### src/hdl/alm_pkg.sv
// ----------------------------------------------------------------------------
// alm_pkg
// Shared types and constants for the array list engine: widths, command
// and status codes, and the control and chain structs of the cell row.
// ----------------------------------------------------------------------------
package alm_pkg;

	localparam int CAPACITY = 16;
	localparam int IDX_W    = $clog2(CAPACITY);
	localparam int CNT_W    = $clog2(CAPACITY + 1);
	localparam int CMD_W    = 3;
	localparam int POS_W    = 5;
	localparam int DATA_W   = 8;
	localparam int STAT_W   = 3;
	localparam int FIDX_W   = 4;
	localparam int LEN_W    = 5;

	localparam logic [CMD_W-1:0] CMD_APPEND = 3'd0;
	localparam logic [CMD_W-1:0] CMD_MODIFY = 3'd1;
	localparam logic [CMD_W-1:0] CMD_REMOVE = 3'd2;
	localparam logic [CMD_W-1:0] CMD_READ   = 3'd3;
	localparam logic [CMD_W-1:0] CMD_SEARCH = 3'd4;

	localparam logic [STAT_W-1:0] ST_OK       = 3'd0;
	localparam logic [STAT_W-1:0] ST_FULL     = 3'd1;
	localparam logic [STAT_W-1:0] ST_EMPTY    = 3'd2;
	localparam logic [STAT_W-1:0] ST_BADPOS   = 3'd3;
	localparam logic [STAT_W-1:0] ST_NOTFOUND = 3'd4;

	localparam logic [DATA_W-1:0] SPACE_CHAR = 8'd32;

	// broadcast to every cell for one command
	typedef struct packed {
		logic              wr;
		logic [IDX_W-1:0]  wr_idx;
		logic              shift;
		logic [POS_W-1:0]  rm_pos;
		logic [POS_W-1:0]  rd_pos;
		logic [DATA_W-1:0] value;
		logic [CNT_W-1:0]  count;
	} cell_ctrl_t;

	// rippled from cell to cell: search hit, read data, first-hit index
	typedef struct packed {
		logic              hit;
		logic [DATA_W-1:0] rd;
		logic [IDX_W-1:0]  fidx;
	} cell_chain_t;

endpackage

### src/hdl/alm_cell.sv
// ----------------------------------------------------------------------------
// alm_cell
// One list slot: holds one element, takes a write or its upper neighbor's
// element on a remove, and extends the search and read chains.
// ----------------------------------------------------------------------------
module alm_cell (
	input  logic                        clk,
	input  alm_pkg::cell_ctrl_t         ctrl,
	input  logic [alm_pkg::IDX_W-1:0]   idx,
	input  logic [alm_pkg::DATA_W-1:0]  next_data,
	input  alm_pkg::cell_chain_t        chain_in,
	output logic [alm_pkg::DATA_W-1:0]  data,
	output alm_pkg::cell_chain_t        chain_out
);
	import alm_pkg::*;

	logic [DATA_W-1:0] data_q;
	logic [CNT_W-1:0]  idx_c;
	logic [POS_W-1:0]  idx_p;
	logic              live;
	logic              match;
	logic              first;
	logic              do_wr;
	logic              do_shift;

	assign idx_c = CNT_W'(idx);
	assign idx_p = POS_W'(idx);
	assign live  = idx_c < ctrl.count;
	assign match = live && (data_q == ctrl.value);
	assign first = match && !chain_in.hit;

	assign do_wr    = ctrl.wr && (idx == ctrl.wr_idx);
	assign do_shift = ctrl.shift && (idx_p >= ctrl.rm_pos) && ((idx_c + 1'b1) < ctrl.count);

	always_ff @(posedge clk) begin
		if (do_wr) begin
			data_q <= ctrl.value;
		end else if (do_shift) begin
			data_q <= next_data;
		end
	end

	assign data = data_q;

	always_comb begin
		chain_out.hit  = chain_in.hit | match;
		chain_out.rd   = chain_in.rd | ((idx_p == ctrl.rd_pos) ? data_q : '0);
		chain_out.fidx = chain_in.fidx | (first ? idx : '0);
	end

endmodule

### src/hdl/array_list_engine_top.sv
// ----------------------------------------------------------------------------
// array_list_engine_top
// Byte array list with append, modify, remove, read and search commands.
// ----------------------------------------------------------------------------
// One command item is taken in every clock cycle; busy is never raised.
// Its result appears on the result ports, marked by done, in the cycle after
// the item is accepted and for that cycle only, so the receiver must take it
// then. The list lives in a row of one-element cells that all update in the
// accepting cycle: a remove shifts every later cell down by one in that edge,
// and search and read ripple through the row, which sets the cycle time.
module array_list_engine_top (
	input  logic                        clk,
	input  logic                        arst_n,
	input  logic                        start,
	output logic                        busy,
	input  logic [alm_pkg::CMD_W-1:0]   cmd,
	input  logic [alm_pkg::POS_W-1:0]   position,
	input  logic [alm_pkg::DATA_W-1:0]  value,
	output logic                        done,
	output logic                        ok,
	output logic [alm_pkg::STAT_W-1:0]  status,
	output logic [alm_pkg::DATA_W-1:0]  read_value,
	output logic [alm_pkg::FIDX_W-1:0]  found_index,
	output logic [alm_pkg::LEN_W-1:0]   length
);
	import alm_pkg::*;

	logic              accept;
	logic [CNT_W-1:0]  count_q;
	logic [CNT_W-1:0]  count_d;
	logic              empty;
	logic              full;
	logic              pos_valid;
	cell_ctrl_t        ctrl;
	cell_chain_t       chain [CAPACITY+1];
	logic [DATA_W-1:0] cell_data [CAPACITY];

	logic              ok_d;
	logic [STAT_W-1:0] status_d;
	logic [DATA_W-1:0] rd_d;
	logic [FIDX_W-1:0] fidx_d;

	logic              done_q;
	logic              ok_q;
	logic [STAT_W-1:0] status_q;
	logic [DATA_W-1:0] rd_q;
	logic [FIDX_W-1:0] fidx_q;
	logic [LEN_W-1:0]  len_q;

	assign busy   = 1'b0;
	assign accept = start && !busy;

	assign empty     = (count_q == '0);
	assign full      = (count_q == CNT_W'(CAPACITY));
	assign pos_valid = (CNT_W'(position) < count_q) && (position < POS_W'(CAPACITY));

	always_comb begin
		ctrl.wr     = 1'b0;
		ctrl.wr_idx = position[IDX_W-1:0];
		ctrl.shift  = 1'b0;
		ctrl.rm_pos = position;
		ctrl.rd_pos = position;
		ctrl.value  = value;
		ctrl.count  = count_q;
		count_d     = count_q;
		ok_d        = 1'b0;
		status_d    = ST_OK;
		rd_d        = '0;
		fidx_d      = '0;
		case (cmd)
			CMD_APPEND: begin
				if (full) begin
					status_d = ST_FULL;
				end else begin
					ctrl.wr     = accept;
					ctrl.wr_idx = count_q[IDX_W-1:0];
					count_d     = count_q + 1'b1;
					ok_d        = 1'b1;
				end
			end
			CMD_MODIFY, CMD_REMOVE, CMD_READ: begin
				if (empty) begin
					status_d = ST_EMPTY;
				end else if (!pos_valid) begin
					status_d = ST_BADPOS;
				end else begin
					ok_d = 1'b1;
					if (cmd == CMD_MODIFY) begin
						ctrl.wr = accept;
					end else if (cmd == CMD_REMOVE) begin
						ctrl.shift = accept;
						count_d    = count_q - 1'b1;
					end else begin
						rd_d = chain[CAPACITY].rd;
					end
				end
				if (cmd == CMD_READ && !ok_d) begin
					rd_d = SPACE_CHAR;
				end
			end
			CMD_SEARCH: begin
				if (empty) begin
					status_d = ST_EMPTY;
				end else if (chain[CAPACITY].hit) begin
					ok_d   = 1'b1;
					fidx_d = FIDX_W'(chain[CAPACITY].fidx);
				end else begin
					status_d = ST_NOTFOUND;
				end
			end
			default: begin
				status_d = ST_BADPOS;
			end
		endcase
	end

	assign chain[0] = '0;

	for (genvar i = 0; i < CAPACITY; i++) begin : g_cell
		logic [DATA_W-1:0] nxt;
		if (i == CAPACITY - 1) begin : g_last
			assign nxt = '0;
		end else begin : g_mid
			assign nxt = cell_data[i+1];
		end
		alm_cell u_cell (
			.clk       (clk),
			.ctrl      (ctrl),
			.idx       (IDX_W'(i)),
			.next_data (nxt),
			.chain_in  (chain[i]),
			.data      (cell_data[i]),
			.chain_out (chain[i+1])
		);
	end

	always_ff @(posedge clk or negedge arst_n) begin
		if (!arst_n) begin
			count_q <= '0;
			done_q  <= 1'b0;
		end else begin
			done_q <= accept;
			if (accept) begin
				count_q <= count_d;
			end
		end
	end

	always_ff @(posedge clk) begin
		if (accept) begin
			ok_q     <= ok_d;
			status_q <= status_d;
			rd_q     <= rd_d;
			fidx_q   <= fidx_d;
			len_q    <= LEN_W'(count_d);
		end
	end

	assign done        = done_q;
	assign ok          = ok_q;
	assign status      = status_q;
	assign read_value  = rd_q;
	assign found_index = fidx_q;
	assign length      = len_q;

endmodule
### config.mk
export PLATFORM = sky130hd
export DESIGN_NAME = array_list_engine_top
export DESIGN_NICKNAME = d
export VERILOG_FILES = /design/src/hdl/alm_pkg.sv /design/src/hdl/alm_cell.sv /design/src/hdl/array_list_engine_top.sv
export SDC_FILE = /design/constraint.sdc
export NUM_CORES = 1
export LEC_CHECK = 0
export ABC_AREA = 1
export BUFFER_PORTS_ARGS = -buffer_cell sky130_fd_sc_hd__clkbuf_2
export CELL_PAD_IN_SITES_DETAIL_PLACEMENT = 2
export CELL_PAD_IN_SITES_GLOBAL_PLACEMENT = 2
export CORE_MARGIN = 1.5
export CORE_UTILIZATION = 38
export DETAILED_ROUTE_END_ITERATION = 6
export MAX_ROUTING_LAYER = met4
export PLACE_DENSITY = 0.77
export SLEW_MARGIN = 20
export SYNTH_ARGS = -nofsm -noshare
export SYNTH_HDL_FRONTEND = slang
export SYNTH_SLANG_ARGS = --single-unit
### constraint.sdc
create_clock -name clk -period 3.6 [get_ports clk]
set_input_delay 0.18 -clock clk [delete_from_list [all_inputs] [get_ports clk]]
set_output_delay 0.18 -clock clk [all_outputs]
set_load 0.03 [all_outputs]
== Yosys cells after proc, flatten, opt, wreduce, memory -nomap -nowiden ==
Index checks and enable logic that the tools add are counted.
Storage, ports and cells
  register bits after elaboration: 155
  output and inout bits: 23
Operators by class
  add/sub/neg operators: 2
  magnitude comparators: 35
  equality and inequality tests: 51
  muxes and demuxes: 98
  bitwise operators: 48
  reduce and logical (&&, ||, !) cells: 120
Operator list (count)
  2-to-1 mux 8 bit: 48
  equality test 8 bit: 16
  bitwise OR 8 bit: 15
  logical AND 1 bit: 81
  bitwise OR 4 bit: 13
  equality test 4 x 5 -> 1 bit (first input constant): 8
  >= comparator 4 x 5 -> 1 bit (first input constant): 8
  < comparator 4 x 5 -> 1 bit (first input constant): 8
  2-to-1 mux 4 bit: 9
  equality test 4 bit (first input constant): 8
  nonzero test 2 bit: 16
  2-to-1 mux 5 bit: 6
  2-to-1 mux 6 bit: 5
  equality test 3 x 5 -> 1 bit (first input constant): 4
  >= comparator 3 x 5 -> 1 bit (first input constant): 4
  < comparator 3 x 5 -> 1 bit (first input constant): 4
  2-to-1 mux 3 bit: 6
  equality test 3 x 4 -> 1 bit (first input constant): 4
  zero test 1 bit: 16
  2-to-1 mux 1 bit: 16
  bitwise OR 1 bit: 15
  equality test 2 x 5 -> 1 bit (first input constant): 2
  >= comparator 1 x 5 -> 1 bit (first input constant): 2
  >= comparator 2 x 5 -> 1 bit (first input constant): 2
  other kinds (26): 38

== Depth between registers and ports, before layout ==
  word-level depth: 22
  gate-level depth with buffers: 16
  depth with buffers taken out: 15

== By module ==
From an unflattened synthesis, not the netlist that was laid out.
Second synthesis, totals
  cells, all modules: 2935
  area, all modules: 20221.9 um^2
Modules (own cells, without submodules)
  alm_cell at g_cell[12].u_cell ...: instances 11, cells an instance 171, area each 1176.1 um^2, sequential area each 240.2 um^2
  alm_cell at g_cell[0].u_cell ...: instances 5, cells an instance 170, area each 1104.8 um^2, sequential area each 240.2 um^2
  array_list_engine_top: instances 1, cells an instance 204, area each 1760.4 um^2, sequential area each 780.7 um^2

== Worst setup path before layout ==
No wires, ideal clock.
  kind: flip-flop to flip-flop
  start: register count_q[4]
  end: register g_cell[2].u_cell.data_q[0], enable pin
  data arrival time: 2.665 ns
  required time: 3.202 ns
  path slack: 0.537 ns
  cell stages (with the launch flop): 12
  period minus slack after synthesis: 3.063 ns
  path through: dfrtp_1 -> buf_4 -> inv_1 -> buf_2 -> ha_1 -> a21oi_1 -> o21ai_0 -> a21oi_1 -> nand2_1 -> nor2_1 -> nand2_1 -> o41ai_1
On the way
  word-level cells in the longest chain between the ends: 8
  elaborated cells between the ends (all ways): 18
  classes of those cells: order compare: 2; eq/ne: 2; mux: 8; reduce/logical: 6
Ends and longest elaborated chain
  from (decl): RTL line array_list_engine_top.sv:29  | logic [CNT_W-1:0] count_q;
  from (signal assigned): RTL line array_list_engine_top.sv:144  | count_q <= count_d;
  < comparator 5 bit: RTL line array_list_engine_top.sv:55  | assign pos_valid = (CNT_W'(position) < count_q) && (position < POS_W'(CAPACITY));
  logical AND 1 bit: RTL line array_list_engine_top.sv:55
  2-to-1 mux 1 bit: RTL line array_list_engine_top.sv:84  | end else if (!pos_valid) begin
  2-to-1 mux 1 bit: RTL line array_list_engine_top.sv:82  | if (empty) begin
  2-to-1 mux 1 bit: RTL line array_list_engine_top.sv:70  | case (cmd)
  logical AND 1 bit (2 in series): RTL line alm_cell.sv:33  | assign do_shift = ctrl.shift && (idx_p >= ctrl.rm_pos) && ((idx_c + 1'b1) < ctrl.count);
  nonzero test 2 bit (no source line) *
  to (signal assigned): RTL line alm_cell.sv:37  | data_q <= ctrl.value;
  to (signal assigned): RTL line alm_cell.sv:39  | data_q <= next_data;
  to (decl): RTL line alm_cell.sv:17  | logic [DATA_W-1:0] data_q;
Every way passes the cells marked *; elsewhere a longest branch is shown, timed or not.
A chain may end at the register's enable or synchronous reset.

== Worst setup path after layout ==
  start: register count_q[1]
  end: register g_cell[6].u_cell.data_q[3], enable pin
On the way
  word-level cells in the longest chain between the ends: 8
  elaborated cells between the ends (all ways): 18
  classes of those cells: order compare: 2; eq/ne: 2; mux: 8; reduce/logical: 6
Ends and longest elaborated chain (RTL line)
  < comparator 5 bit: array_list_engine_top.sv:55
  logical AND 1 bit: array_list_engine_top.sv:55
  2-to-1 mux 1 bit: array_list_engine_top.sv:84
  2-to-1 mux 1 bit: array_list_engine_top.sv:82
  2-to-1 mux 1 bit: array_list_engine_top.sv:70
  logical AND 1 bit (2 in series): alm_cell.sv:33
  nonzero test 2 bit (no source line) *
  to (signal assigned): alm_cell.sv:37
  to (signal assigned): alm_cell.sv:39
  to (decl): alm_cell.sv:17
Marked as above.

==> summary.md <==
The residual overflow from global routing was 0. The library cell used most frequently in the layout, excluding fill and tap cells, is nand2_1. For the number of buffers inserted to repair setup after CTS, the log shows 0.

The cell count after synthesis came out at 1374. The transition time at the pin with the least slew margin is 893 ps. For the placement row count, the log shows 61.

Dividing the detail-routed wire length by the instance count gives 26.2 um. The fraction of the mapped netlist area in adder cells works out to 0.00929. Internal power comes to 0.00347 W. The proportion of synthesized chip area in sequential cells was 0.429; the combined buffer and inverter count along the critical path was 3. Among cell families on the critical path, the largest total delay comes from compound AO/OA/AOI/OAI gates. Highest ir drop seen on vdd: 0.000247 V. The clock net sink count is 155, and the area of the multi-input gates is 5300 sq um. The stage delay of the slowest cell on the critical path came out at 530 ps. The fraction of the mapped netlist area in simple logic gates was 0.274. The final number of max-transition violations came out at 0. The data arrival time of the critical path was 3610 ps. Along the worst path, the maximum fanout reaches 8. TritonCTS built the clock tree.

By startpoint and endpoint, the worst setup path is classified as flop to flop. In the layout the commonest cells are 423 x nand2_1, 149 x edfxtp_1, 134 x inv_1, 125 x nor2_1, 69 x o21ai_1. The routed design has 47600 um of wire. Traced cell by cell, the critical path runs through inv_1, ha_1, a21oi_1, o21ai_0, a21oi_1, nand2_1, nor2_1, nand2_1, buf_4, o31ai_1, buf_4.

The run gives 0.377 as the share of total power in sequential cells. For the I/O pin count, the log shows 42. Leaving out filler cells and counting taps, the final layout contains 1819. Summed over all cells, the static leakage comes to 5.43 nW. The logs give 0.387 for the starting density of the core and 27900 sq um for the area of the core.

STA classifies the critical path startpoint as a flop. After routing the design area is 12200 sq um. Across all register-to-register paths, the minimum setup slack is 150 ps. The share of the synthesized area in compound gates (AO/OA/AOI/OAI) came out at 0.149. The top flip-flop cell by instance count after synthesis was edfxtp_1. The critical path startpoint is count_q[1]$_DFFE_PN0P_. The top achievable clock speed is 290 MHz.

The headroom to the max-slew limit is 0.398, and the total of buffers placed on input and output ports is 40. Final design utilization: 0.438. From bottom edge to top edge, the die measures 171 um. Count of different cell masters after synthesis: 55. The run finished with clean final reports. The average via count per standard cell is 5.79. The worst setup path is captured at a flop.

After synthesis, the largest family of logic cells by area is simple AND/OR/NAND/NOR gates. The average cell area after synthesis is 7.84 sq um, and the post-detailed-route DRC marker count is 0. The floorplan step defined a die boundary enclosing 29400 sq um. In the final timing run, aggregate negative setup slack is 0 ps. After the last flow step, the layout net total stands at 1455. The share of final-layout standard cells stronger than drive strength 1 came out at 0.157. The final route contains 10500 vias.

The number of endpoints failing setup at the final stage was 0. The initial antenna violation count is 0. In this run the power spent charging and discharging nets is 0.00196 W. The logs give 70900 um for the global-route wire length before repair and 0.371 for the relative contribution of the clock network to total power. The largest individual stage delay along the critical path comes from the cell o31ai_1. The logs give 12.1 ps for the worst setup skew after layout and 0 for the total of max-cap violations. The multiplexer area fraction after synthesis works out to 0. In this run, placement finished with an instance count of 1786.

The final count of hold timing violations was 0; the total of warnings raised by yosys was 0. The top cell type's share of synthesized area is 0.415. Once placement finished, the instance area stood at 11500 sq um.

The parity-gate share of the synthesized area counting xor and xnor cells is 0.0561. Setup repair after global routing left no endpoint under its margin. Entering global routing, the biggest net connects 32 pins. The starting DRC count in detailed routing is 907. The mapped netlist covers 10800 sq um. When the netlist entered floorplanning its net count stood at 1401.

The switching share of power was 0.361; the required time of the critical path was 3750 ps. Across the whole layout, storage elements account for 4620 sq um. For the combinational fraction of design power, the log shows 0.252. The repair_antennas step left the layout with diodes totalling 0.

In this run, synthesis produced a sequential element count of 155. The logs give 17 for the CTS buffer count and 1.01 for the global placement routability congestion. Yosys attributes the largest share of cell area to edfxtp_1 42%, nand2_1 15%, inv_1 4.7%.

The number of synthesized flops with an enable pin works out to 149. The detail route stage leaves a number of antenna-violating nets equal to 0. The H-tree generated during clock tree synthesis spans 4 levels.

The synthesized design spends more area on one cell type than any other, namely edfxtp_1. The tools report the buffer levels on the longest clock path as 2. The tightest min-delay check is of the primary input to async pin type. Layout filler cell count: 3229.

The worst register-to-register path begins at count_q[1]$_DFFE_PN0P_. The all-layer global routing usage was 0.346; the horizontal extent of the die was 171 um. The pre-antenna-repair detailed-routing pass consisted of 5 iterations.

The power density over cell area is 446 nW/um^2. The area overhead of the layout relative to synthesis was 13.2%. The tools report the root buffer selected by CTS as clkbuf_16. The clock period minus worst slack was 3450 ps. For the number of global-route vias before repair, the log shows 11000. Clock latency of the later-clocked register in the worst-skew pair: 450 ps. Final cycle utilization of the critical path: 0.959. Clock edge transition at the registers on the reported setup and hold paths: 80 ps.

The fraction of synthesis flops using an asynchronous set or reset pin is 0.0387, and the HPWL reported at the end of detailed placement is 36700 um.
[stage by stage]
stage               worst slack, ps  power (W)  hold WS (ps)
floorplan                       537    0.00288          -116
global placement                349    0.00336          30.1
detailed placement              130    0.00341          31.1
CTS                            95.6    0.00540           107
global route                   20.7    0.00558           128
finish                          146    0.00544           110
[synthesized netlist by cell type (all sizes together) (3+ instances only)]
| master | instances |
|---|---|
| or2 | 8 |
| ha | 8 |
| o22ai | 16 |
| inv | 143 |
| o21ai | 162 |
| o211ai | 6 |
| nor3 | 12 |
| a221oi | 12 |
| nand3b | 3 |
| buf | 46 |
| clkinv | 3 |
| nand4 | 28 |
| clkbuf | 12 |
| xor2 | 18 |
| o2111ai | 5 |
| a41oi | 3 |
| nand3 | 55 |
| a21oi | 24 |
| xnor2 | 51 |
| nor2 | 139 |
| o2bb2ai | 3 |
| nand2 | 441 |
| dfrtp | 6 |
| o31ai | 4 |
| edfxtp | 149 |
[final timing paths]
kind | to | depth (start not counted)
min in group clk | done$_DFF_PN0_ | 2
min reg2reg | g_cell[9].u_cell.data[7]$_DFFE_PP_ | 2
max in group asynchronous | count_q[0]$_DFFE_PN0P_ | 2
max reg2reg | g_cell[6].u_cell.data[3]$_DFFE_PP_ | 11
max | g_cell[6].u_cell.data[3]$_DFFE_PP_ | 11
min | count_q[2]$_DFFE_PN0P_ | 2
[registers in the layout (all words and copies together), names as in the netlist]
name	cells
found_index	4
read_value	8
count_q	5
ok	1
status	3
done	1
length	5
g_cell.u_cell.data	128
[power by group through the flow]
stage               clock (W)  combinational [W]  sequential (W)
finish                0.00202            0.00137         0.00205
global route          0.00207            0.00145         0.00206
CTS                   0.00201            0.00134         0.00205
detailed placement          0            0.00132         0.00209
global placement            0            0.00128         0.00208
floorplan                   0           0.000741         0.00214
[repair_timing]
item	CTS	global route
endpoints found under the setup margin	0	8
endpoints found under the hold margin	6	0
resized for setup	0	1
hold buffers	1	0
[kinds of logic after synthesis]
group                    Yosys count
other                              1
AO/OA/AOI/OAI                    247
adder cells (fa/ha/maj)            8
AND/OR/NAND/NOR                  690
flip-flops                       155
buffers and inverters            204
XOR/XNOR                          69
[cell type report]
| cell class | count | area share |
|---|---|---|
| well taps | 378 | 0.0388 |
| repair buffers | 93 | 0.0513 |
| inverters | 146 | 0.0453 |
| multi-input cells | 1015 | 0.434 |
| clock buffers | 17 | 0.0349 |
| flip-flops and latches | 155 | 0.379 |
| clock inverters | 15 | 0.0162 |
[layer usage]
metal  global-route usage  up-vias  share of wire
li1                     -     4705              -
met1                0.432     5365           0.43
met2                0.565      363           0.48
met3               0.0439      108          0.053
met4                0.148        0          0.045
met5                    -        -              0
(Power assumes the default switching activity.)
